**config.mk**
```make
export PLATFORM = sky130hd
export DESIGN_NAME = si_scale
export DESIGN_NICKNAME = d
export VERILOG_FILES = /design/src/rtl/segment_intersection_macros.svh /design/src/rtl/si_pkg.sv /design/src/rtl/si_scale.sv
export SDC_FILE = /design/constraint.sdc
export NUM_CORES = 2
export LEC_CHECK = 0
export ABC_AREA = 1
export BUFFER_PORTS_ARGS = -buffer_cell sky130_fd_sc_hd__buf_2
export CAP_MARGIN = 20
export CORE_ASPECT_RATIO = 1.2
export CORE_MARGIN = 2
export CORE_UTILIZATION = 55
export DETAILED_ROUTE_END_ITERATION = 8
export PLACE_DENSITY = 0.76
export SLEW_MARGIN = 20
export SYNTH_ARGS = -nofsm -noshare
export SYNTH_HDL_FRONTEND = slang
export SYNTH_SLANG_ARGS = --single-unit
```
**constraint.sdc**
```tcl
create_clock -name clock -period 16.1 [get_ports clock]
set_input_delay 2.415 -clock clock [delete_from_list [all_inputs] [get_ports clock]]
set_output_delay 2.415 -clock clock [all_outputs]
set_load 0.02 [all_outputs]
```
**src/rtl/segment_intersection_macros.svh**
```systemverilog
// assertion macros shared by the segment intersection rtl
// no dependencies
`ifndef SEGMENT_INTERSECTION_MACROS_SVH
`define SEGMENT_INTERSECTION_MACROS_SVH

// same-cycle implication, disabled during reset
`define SI_ASSERT_IMPLY(label, clk, rst, ante, cons) \
   label: assert property (@(posedge clk) disable iff (rst) (ante) |-> (cons)) \
      else $error("segment intersection assertion failed");

// next-cycle implication, disabled during reset
`define SI_ASSERT_NEXT(label, clk, rst, ante, cons) \
   label: assert property (@(posedge clk) disable iff (rst) (ante) |=> (cons)) \
      else $error("segment intersection assertion failed");

`endif

```
**src/rtl/si_pkg.sv**
```systemverilog
// widths, stage types and helpers for the segment intersection block
// no dependencies
package si_pkg;

   localparam int CW          = 16;            // coordinate width, Q12.4
   localparam int DIFF_W      = CW + 1;        // coordinate difference
   localparam int PROD_W      = 2 * DIFF_W;    // cross product term
   localparam int DEN_W       = PROD_W + 1;    // denominator and numerators
   localparam int REM_W       = DEN_W + CW;    // scaled numerator
   localparam int QSTEPS      = CW;            // quotient bits
   localparam int IDX_W       = $clog2(QSTEPS);
   localparam int GEOM_STAGES = 4;
   localparam int NUM_STAGES  = GEOM_STAGES + 1 + QSTEPS + 1;
   localparam int TOT_W       = CW + 3;

   typedef logic signed [CW-1:0] coord_type;

   typedef struct packed {
      logic                 found;
      logic                 parallel;
      coord_type            ax;
      coord_type            ay;
      logic                 negx;
      logic                 negy;
      logic [CW-1:0]        magx;
      logic [CW-1:0]        magy;
      logic [DEN_W-1:0]     den;
      logic [DEN_W-1:0]     na;
   } cls_type;

   typedef struct packed {
      logic                 found;
      logic                 parallel;
      coord_type            ax;
      coord_type            ay;
      logic                 negx;
      logic                 negy;
      logic [DEN_W-1:0]     den;
      logic [REM_W-1:0]     remx;
      logic [REM_W-1:0]     remy;
      logic [CW-1:0]        qx;
      logic [CW-1:0]        qy;
   } div_type;

   function automatic coord_type sat_coord(input logic signed [TOT_W-1:0] v);
      logic signed [TOT_W-1:0] lo;
      logic signed [TOT_W-1:0] hi;
      lo = -(TOT_W'(1) <<< (CW - 1));
      hi = (TOT_W'(1) <<< (CW - 1)) - TOT_W'(1);
      if (v < lo) return coord_type'(lo);
      if (v > hi) return coord_type'(hi);
      return coord_type'(v);
   endfunction

endpackage

```
**src/rtl/si_scale.sv**
```systemverilog
// scales the numerator by each segment-one extent, ahead of the divider
// depends on si_pkg
module si_scale (
   input  logic             clock,
   input  logic             reset,
   input  logic             en,
   input  logic             in_valid,
   input  si_pkg::cls_type  cls,
   output logic             v,
   output si_pkg::div_type  dv
);

   logic            v_ff;
   si_pkg::div_type dv_ff, dv_in;

   always_comb begin
      dv_in.found    = cls.found;
      dv_in.parallel = cls.parallel;
      dv_in.ax       = cls.ax;
      dv_in.ay       = cls.ay;
      dv_in.negx     = cls.negx;
      dv_in.negy     = cls.negy;
      dv_in.den      = cls.den;
      dv_in.remx     = si_pkg::REM_W'(cls.na) * si_pkg::REM_W'(cls.magx);
      dv_in.remy     = si_pkg::REM_W'(cls.na) * si_pkg::REM_W'(cls.magy);
      dv_in.qx       = '0;
      dv_in.qy       = '0;
   end

   always_ff @(posedge clock) begin
      if (reset) begin
         v_ff <= 1'b0;
      end else if (en) begin
         v_ff <= in_valid;
      end
   end

   always_ff @(posedge clock) begin
      if (en) begin
         dv_ff <= dv_in;
      end
   end

   assign v  = v_ff;
   assign dv = dv_ff;

endmodule

```
==> metrics.md <==
| Metric | Value |
|---|---|
| Compound-Gate Fraction of Synth Area | `0.809%` |
| Post-route cell area | `0.0474 sq mm` |
| Min-delay worst type | `reg2reg` |
| Row count | `114` |
| CP Launch Type | `input port` |
| Critical path capture point type | `flip-flop` |
| Core area | `0.0807 sq mm` |
| Clock slew at reported path FFs | `80 ps` |
| Clk sinks | `174` |
| Post-CTS Resized | `0` |
| WL per Instance | `16.8 um` |
| DRT Pass-1 Iters | `6` |
| First-pass GRT wire length | `191000 um` |
| Endpoints failing setup | `0` |
| Die H | `317 um` |
| Layout cells sized above 1 | `8.76%` |
| Initial Utilization | `55.6%` |
| Num CTS Buffers | `17` |
| Synth area leader | `fa_1` |
| WP data required | `16370 ps` |
| CP Data Arrival Time | `8150 ps` |
| Hold-fix buffers, CTS | `0` |
| Setup repair bufs after CTS | `0` |
| Synth Area per Inst | `7.66 sq um` |
| Synthesized flop and latch total | `174` |
| Depth of the CTS H-tree | `4` |
| Max Root-Sink Buffers | `2` |
| Tcrit/Tclk final | `49.0%` |
| Final hold vios | `0` |
| Most frequent cell after synthesis | `nand2_1` |
| I/O pin count | `348` |
| Setup TNS | `0 ps` |
| Worst-Skew Late Latency | `510 ps` |
| DR vias | `35400` |
| Setup CP Type | `in2reg` |
| Post-synth ARST share | `0%` |
| Post-Route WL | `118000 um` |
| Area share of and/or/nand/nor cells after synthesis | `20.5%` |
| Largest net degree at the start of global routing | `93` |
| Synth Instances | `5853` |
| Die width | `265 um` |
| Yosys cell types | `30` |
| Area delta synth->final | `5.63%` |
| Root Driver | `clkbuf_16` |
| Mux contribution to synthesized area | `0.0223%` |
| Tmin final | `7880 ps` |
| DRC | `0` |
| ANT nets after route | `0` |
| Max_slew headroom | `34.7%` |
| Outcome | `finished clean` |
| Synth Flop Type | `edfxtp_1` |
| Vias per cell | `5.04` |
| Critical Path Fanout Max | `35` |
| Post-synth top cells | `nand2_1 (1902), inv_1 (1833), fa_1 (920)` |
| Antenna violations before repair | `12` |
| Drt initial violations | `2112` |
| Die area | `0.0839 sq mm` |
| Routability Congestion | `1.02` |
| CTS tree | `built` |
| All-Layer GR Usage | `29.3%` |
| Worst clock skew | `0 ps` |
| YS warnings | `0` |
| Max Transition Viols Final | `0` |
| Post-synth EDFFs | `173` |
| RSZ-0062 raised after global routing | `no` |
| Max cap viols | `0` |
| Top post-synthesis cells by area | `fa_1 (41%), nand2_1 (16%), inv_1 (15%), edfxtp_1 (12%), ha_1 (6.9%)` |
| Yosys top cell area share | `41.1%` |
| Post-layout util | `58.7%` |
| PortBufs | `315` |
| Fmax | `127 MHz` |
| Post-synthesis sequential area ratio | `11.6%` |
| Xor and xnor fraction of the mapped netlist area | `1.09%` |
| Layout Nets | `7263` |
| Hpwl dp | `92900 um` |
| Synth Area in Adders | `47.9%` |
| Synthesized area | `0.0449 sq mm` |
| Number of global-route vias before repair | `37600` |
| Fill cell count | `7319` |
| Largest family of logic cells by synthesized area | `adder cells` |
| Worst-Margin Slew | `979 ps` |
| Grt ovf | `0` |
| Placed instance area | `0.0468 sq mm` |
==> layout make-up <==
class / count / area, sq um / area share (%)
flip-flops and latches: 174 / 5220 / 11.0
clock inverters: 15 / 173 / 0.364
well taps: 1044 / 1310 / 2.76
repair buffers: 317 / 1600 / 3.38
diodes: 8 / 20.0 / 0.0423
clock buffers: 17 / 425 / 0.898
inverters: 1861 / 6990 / 14.7
multi-input cells: 3584 / 31700 / 66.8
==> logic make-up (layout without fill, tap and decap cells) <==
| family | count (synthesis) | count (layout) |
|---|---|---|
| flip-flops | 174 | 174 |
| AND/OR/NAND/NOR | 2264 | 2264 |
| buffers and inverters | 2126 | 2210 |
| other | 1 | 40 |
| adder cells (fa/ha/maj) | 1166 | 1166 |
| XOR/XNOR | 56 | 56 |
| multiplexers | 1 | 1 |
| AO/OA/AOI/OAI | 65 | 65 |
==> registers in the layout, summed over array words and instances (netlist names) <==
signal  count
v           1
dv        173
==> critical path, stage by stage <==
cell     delay (ps)
buf_2           610
nand2_1         180
fa_1            570
inv_1            60
fa_1            540
inv_1            60
fa_1            510
inv_1            60
fa_1            510
fa_1            500
inv_1            50
fa_1            470
inv_1            40
ha_1            420
nand2_2         120
nor2_1          270
nand2_1         200
nor3_2          220
nand3_1         140
nand4_1         120
nand2_1          60
==> layout by cell type (no fill, tap or decap), types with 28 or more instances in the layout <==
master | netlist | routed
nand2_1 | 1902 | 1902
inv_1 | 1833 | 1833
fa_1 | 920 | 920
buf_2 | 0 | 314
ha_1 | 246 | 246
edfxtp_1 | 173 | 173
nor2_1 | 114 | 114
nand3_1 | 73 | 73
nor2_2 | 59 | 59
a21oi_1 | 51 | 51
xor2_1 | 50 | 50
nand2_2 | 47 | 47
conb_1 | 1 | 32
inv_2 | 28 | 28
==> stage by stage <==
step / hold WS [ps] / instances / setup slack, ps
final: 513 / 7020 / 8220
after global routing: 536 / 7015 / 8000
after CTS: 527 / 7012 / 8270
after detailed placement: 507 / 6980 / 7730
after global placement: 475 / 6980 / 7810
after floorplan: 579 / 5884 / 8530
==> per-layer routing <==
layer	vias to the layer above	global-route usage [%]	share of wire, %
met4	8	13.7	4.6
met2	1480	53.1	51
met5	-	0	0.053
met1	17300	34.2	37
li1	16300	-	-
met3	306	4.50	7.3
==> final timing paths <==
kind	endpoint	start	depth (start not counted)	slack, ps
setup / recovery	dv[128]$_DFFE_PP_	cls[87]	21	8220
hold / removal	v$_SDFFE_PP0P_	v$_SDFFE_PP0P_	2	510
setup reg to reg	v$_SDFFE_PP0P_	v$_SDFFE_PP0P_	2	15510
hold reg to reg	v$_SDFFE_PP0P_	v$_SDFFE_PP0P_	2	510
Power is not shown: default switching activity piles up to over one toggle a cycle in this logic, so the estimate is an artifact.
