### config.mk
export PLATFORM = sky130hd
export DESIGN_NAME = si_div_step
export DESIGN_NICKNAME = d
export VERILOG_FILES = /design/src/rtl/segment_intersection_macros.svh /design/src/rtl/si_pkg.sv /design/src/rtl/si_div_step.sv
export SDC_FILE = /design/constraint.sdc
export NUM_CORES = 1
export LEC_CHECK = 0
export BUFFER_PORTS_ARGS = -buffer_cell sky130_fd_sc_hd__buf_4
export CORE_UTILIZATION = 45
export DETAILED_ROUTE_END_ITERATION = 7
export PLACE_DENSITY = 0.7
export SLEW_MARGIN = 20
export SYNTH_ARGS = -nofsm -noshare
export SYNTH_HDL_FRONTEND = slang
export SYNTH_SLANG_ARGS = --single-unit
export TNS_END_PERCENT = 5
### constraint.sdc
create_clock -name clock -period 16.4 [get_ports clock]
set_clock_uncertainty 0.15 [all_clocks]
set_input_delay 2.46 -clock clock [delete_from_list [all_inputs] [get_ports clock]]
set_output_delay 2.46 -clock clock [all_outputs]
set_load 0.01 [all_outputs]
### src/rtl/segment_intersection_macros.svh
// assertion macros shared by the segment intersection rtl
// no dependencies
`ifndef SEGMENT_INTERSECTION_MACROS_SVH
`define SEGMENT_INTERSECTION_MACROS_SVH

// same-cycle implication, disabled during reset
`define SI_ASSERT_IMPLY(label, clk, rst, ante, cons) \
   label: assert property (@(posedge clk) disable iff (rst) (ante) |-> (cons)) \
      else $error("segment intersection assertion failed");

// next-cycle implication, disabled during reset
`define SI_ASSERT_NEXT(label, clk, rst, ante, cons) \
   label: assert property (@(posedge clk) disable iff (rst) (ante) |=> (cons)) \
      else $error("segment intersection assertion failed");

`endif

### src/rtl/si_pkg.sv
// widths, stage types and helpers for the segment intersection block
// no dependencies
package si_pkg;

   localparam int CW          = 16;            // coordinate width, Q12.4
   localparam int DIFF_W      = CW + 1;        // coordinate difference
   localparam int PROD_W      = 2 * DIFF_W;    // cross product term
   localparam int DEN_W       = PROD_W + 1;    // denominator and numerators
   localparam int REM_W       = DEN_W + CW;    // scaled numerator
   localparam int QSTEPS      = CW;            // quotient bits
   localparam int IDX_W       = $clog2(QSTEPS);
   localparam int GEOM_STAGES = 4;
   localparam int NUM_STAGES  = GEOM_STAGES + 1 + QSTEPS + 1;
   localparam int TOT_W       = CW + 3;

   typedef logic signed [CW-1:0] coord_type;

   typedef struct packed {
      logic                 found;
      logic                 parallel;
      coord_type            ax;
      coord_type            ay;
      logic                 negx;
      logic                 negy;
      logic [CW-1:0]        magx;
      logic [CW-1:0]        magy;
      logic [DEN_W-1:0]     den;
      logic [DEN_W-1:0]     na;
   } cls_type;

   typedef struct packed {
      logic                 found;
      logic                 parallel;
      coord_type            ax;
      coord_type            ay;
      logic                 negx;
      logic                 negy;
      logic [DEN_W-1:0]     den;
      logic [REM_W-1:0]     remx;
      logic [REM_W-1:0]     remy;
      logic [CW-1:0]        qx;
      logic [CW-1:0]        qy;
   } div_type;

   function automatic coord_type sat_coord(input logic signed [TOT_W-1:0] v);
      logic signed [TOT_W-1:0] lo;
      logic signed [TOT_W-1:0] hi;
      lo = -(TOT_W'(1) <<< (CW - 1));
      hi = (TOT_W'(1) <<< (CW - 1)) - TOT_W'(1);
      if (v < lo) return coord_type'(lo);
      if (v > hi) return coord_type'(hi);
      return coord_type'(v);
   endfunction

endpackage

### src/rtl/si_div_step.sv
// one restoring division stage: one quotient bit for both coordinates
// depends on si_pkg
module si_div_step (
   input  logic                     clock,
   input  logic                     reset,
   input  logic                     en,
   input  logic [si_pkg::IDX_W-1:0] idx,
   input  logic                     in_valid,
   input  si_pkg::div_type          d_in,
   output logic                     v,
   output si_pkg::div_type          d_out
);

   logic            v_ff;
   si_pkg::div_type d_ff, d_next;

   always_comb begin
      logic [si_pkg::REM_W-1:0] shifted;
      logic                     gex, gey;
      shifted      = si_pkg::REM_W'(d_in.den) << idx;
      gex          = d_in.remx >= shifted;
      gey          = d_in.remy >= shifted;
      d_next       = d_in;
      d_next.remx  = gex ? d_in.remx - shifted : d_in.remx;
      d_next.remy  = gey ? d_in.remy - shifted : d_in.remy;
      d_next.qx    = d_in.qx | (si_pkg::CW'(gex) << idx);
      d_next.qy    = d_in.qy | (si_pkg::CW'(gey) << idx);
   end

   always_ff @(posedge clock) begin
      if (reset) begin
         v_ff <= 1'b0;
      end else if (en) begin
         v_ff <= in_valid;
      end
   end

   always_ff @(posedge clock) begin
      if (en) begin
         d_ff <= d_next;
      end
   end

   assign v     = v_ff;
   assign d_out = d_ff;

endmodule

==> metrics.sh <==
TRITONCTS='done'
TOTAL_LEAKAGE_POWER_nW=8.19
CRITICAL-PATH-SLOWEST-CELL='sky130_fd_sc_hd__mux4_2'
POSTSYNTH.ASYNCRESETSHARE_PCT=0
REPORT.FINAL.SLEW_VIOL_COUNT=0
DRC_ERRORS=0
YOSYSSEQAREASHARE_PCT=41.0
POST_CTS_RESIZE_COUNT=0
DIE_AREA_UM2=34200
CLOCKBUFFERDEPTH=3
GPL.FINAL_WEIGHTED_CONGESTION=0.952
MAX-SLEW-MARGIN-REL_PCT=32.9
CLK_LATENCY_NS=0.53
FP.COREAREA_UM2=32700
SETUP_REPAIR_AFTER_GLOBAL_ROUTING_MISSED_ITS_MARGIN='false'
FINALSETUPVIOLATIONS=0
YOSYSWARNINGCOUNT=0
MULTI_INPUT_COMBINATIONAL_CELL_AREA_UM2=8410
FINAL_NETS=2239
GRT_USE_TOTAL_PCT=29.9
LAYOUT.CELLS.MOST_COMMON_LIST='424 x sky130_fd_sc_hd__buf_4, 209 x sky130_fd_sc_hd__a21oi_1, 205 x sky130_fd_sc_hd__edfxtp_1'
DRTITER0DRC=1100
GLOBALROUTE.TOTALOVERFLOW=0
SYNTH-SEQ-CELLS=206
CRITPATHARRIVALTIME_NS=7.74
FINAL_PERIOD_MINUS_WORST_SETUP_SLACK_NS=7.65
CP-END-KIND='flop'
SYNTH-ADDER-AREA-SHARE_PCT=8.75
MIN-DELAY-PATH-CLASS='reg -> reg'
POST_ROUTE_CELLS_DRIVE_ABOVE_1_SHARE_PCT=27.6
FINAL_MIN_PERIOD_OVER_CLOCK_PERIOD_PCT=46.6
SYNTH_COMPOUND_AREA_SHARE_PCT=20.9
MUXSHAREOFSYNTHAREA_PCT=7.82
PATH_DELAY_FAMILY='compound AO/OA/AOI/OAI gates'
INITIAL_CORE_UTIL_PCT=46.0
SYNTHTOLAYOUTAREAGROWTH_PCT=28.3
N_FILL_CELL=2879
FINAL_STANDARD_CELL_UTILIZATION_OF_THE_CORE_PCT=59.0
POWERDENSITY_nW_PER_UM2=105
TIMING.CRITICAL_PATH.SLOWEST_CELL_DELAY_NS=0.60
LEADING_CELL_TYPE_IN_THE_LAYOUT_FILL_AND_TAPS_EXCLUDED='sky130_fd_sc_hd__buf_4'
TIGHTEST_SLEW_NS=0.997
FF_LATCH_AREA_UM2=6180
PLACEMENTROWS=66
CTS_INSERTED_BUFFERS=25
VIA_COUNT=13900
POSTROUTEANTENNANETS=0
POWER_mW=2.04
FIRST_PASS_GRT_WIRE_LENGTH_UM=76800
NETLIST_INSTANCES=1545
CTS_SETUP_BUFFERS=0
VIA_COUNT_OF_THE_FIRST_GLOBAL_ROUTING_PASS=13000
SYNTH_ENABLE_FLOP_CELLS=205
DETAILEDPLACEMENTHPWL_UM=42900
CP_NUM_BUF_INV=2
BUFFER_PORTS.INSERTED=418
PATH_CELLS='buf_4 > mux4_2 > mux2_2 > o21ai_0 > ha_1 > a21o_1 > a31oi_1 > nand2_1 > a2111oi_0 > nor2_1 > a41oi_2 > o21ai_2 > a211o_2 > buf_4 > nor2_1 > a21oi_1'
MAXCAPVIOLCOUNT=0
CLOCK_TREE.HTREE_LEVEL_COUNT=1
DRT-WIRELENGTH-PER-CELL_UM=22.4
VDD_DROP_MAX_uV=73.6
WORST-SETUP-PATH-TYPE='in -> reg'
POSTSYNTHAREAPERCELL_UM2=9.74
HOLDBUFCOUNTCTS=0
PEAK_FANOUT_ALONG_THE_CRITICAL_PATH=56
SYN-NUM-NETS=1862
TNS_NS=0
YOSYS.CELL_TYPES.COUNT=69
CHIPWIDTH_UM=185
STATUS='finished, final reports clean'
CTS.ROOT.BUFFER_CELL='sky130_fd_sc_hd__clkbuf_16'
ROUTED_VIA_DENSITY=5.81
SYNTHXORXNORAREAFRAC_PCT=5.12
TIMING.CRITICAL_PATH.FROM_TYPE='input pin'
TOP_PORTS=419
TIMING.CRITICAL_PATH.REQUIRED_NS=16.49
MAXCLOCKFREQUENCY_MHz=131
SYNTH_FLOP_CELL='sky130_fd_sc_hd__edfxtp_1'
CLK_TRANSITION_REPORTED_PATHS_NS=0.06
DRTPASS1ITERATIONS=8
NUMCLOCKSINKS=206
SYNTH_AREA_UM2=15000
SYNTH_TOP_FAMILY_BY_AREA='compound AO/OA/AOI/OAI gates'
INITIAL_ANTENNA_VIOLATION_COUNT=4
POST_SYNTH_SIMPLE_GATE_AREA_PCT=13.3
DRT_WL_TOTAL_UM=53400
GRT_MAX_DEGREE=74
FINAL_HOLD_VIOLATING_ENDPOINTS=0
DIE_HT_UM=185
[registers in the layout, summed over array words and instances, names as in the netlist]
register  flops
d_out       205
v             1
[path summary, 6_finish.rpt]
kind	cells past startpoint	start	slack, ns	to
worst max-delay path	16	idx[0]	8.75	d_out[60]
worst min-delay path	2	v	0.36	v
worst max register to register	2	v	15.66	v
worst min register to register	2	v	0.36	v
[synthesized netlist by cell type (19+ instances only)]
master                     count  share of area [%]
sky130_fd_sc_hd__nand3_1      31                1.0
sky130_fd_sc_hd__o21bai_1     51                2.5
sky130_fd_sc_hd__clkbuf_1     59                1.5
sky130_fd_sc_hd__mux2_2       30                2.2
sky130_fd_sc_hd__nor2_1      145                3.6
sky130_fd_sc_hd__nand2_1     129                3.2
sky130_fd_sc_hd__edfxtp_1    205                 41
sky130_fd_sc_hd__o21ai_0      81                2.7
sky130_fd_sc_hd__a21oi_1     209                7.0
sky130_fd_sc_hd__a21o_1       55                2.7
sky130_fd_sc_hd__nor2b_1      19               0.79
sky130_fd_sc_hd__nand4_1      25                1.0
sky130_fd_sc_hd__xor2_1       31                1.8
sky130_fd_sc_hd__inv_1        41                1.0
sky130_fd_sc_hd__mux4_2       19                2.8
sky130_fd_sc_hd__ha_1        102                8.5
sky130_fd_sc_hd__xnor2_1      57                3.3
sky130_fd_sc_hd__mux2i_1      41                2.7
[routing by layer]
metal  routed length (um)  global-route usage, %  part of all wire (%)  vias to the layer above
met5                   27                      0                 0.051                        -
met4                 1610                   9.52                   3.0                        4
met3                 4230                   5.29                   7.9                       91
met2                25900                   51.3                    49                      617
met1                21600                   38.1                    41                     6589
li1                     -                      -                     -                     6561
[worst min-delay path: stages, from the launching register on]
cell and delay [ns]:
sky130_fd_sc_hd__dfxtp_1 0.33, sky130_fd_sc_hd__mux2i_1 0.07, sky130_fd_sc_hd__nor2_1 0.08
[kinds of logic after synthesis]
logic type / count (synthesis)
DFF: 206
AOI/OAI and AO/OA: 505
and+or+nand+nor: 435
adders and majority gates: 104
buffers and inverters: 117
muxes: 90
xor gates and xnor gates: 88
[where the power goes]
part	internal (mW)	switching [mW]	total, mW	leakage [nW]
sequential	0.682	0.0292	0.711	2.02
clock	0.327	0.222	0.549	0.385
combinational	0.338	0.437	0.775	5.79
total	1.35	0.688	2.04	8.19
[cell type report]
| cell class | count | area share [%] |
|---|---|---|
| inverters | 42 | 0.817 |
| clock inverters | 14 | 0.797 |
| clock buffers | 31 | 3.36 |
| flip-flops and latches | 206 | 32.0 |
| repair buffers | 425 | 16.6 |
| multi-input cells | 1222 | 43.6 |
| well taps | 442 | 2.87 |
| diodes | 2 | 0.0259 |
[stage by stage]
step | setup WS [ns] | hold slack, ns | instance area [um^2] | cells
2_1_floorplan | 9.19 | 0.378 | 15000 | 1545
3_3_place_gp | 8.40 | 0.332 | 18500 | 2337
3_5_place_dp | 8.24 | 0.343 | 18500 | 2337
4_1_cts | 8.80 | 0.362 | 19300 | 2382
5_1_grt | 8.43 | 0.371 | 19300 | 2384
6_report | 8.75 | 0.363 | 19300 | 2384
Power figures use the tool's default switching activity.
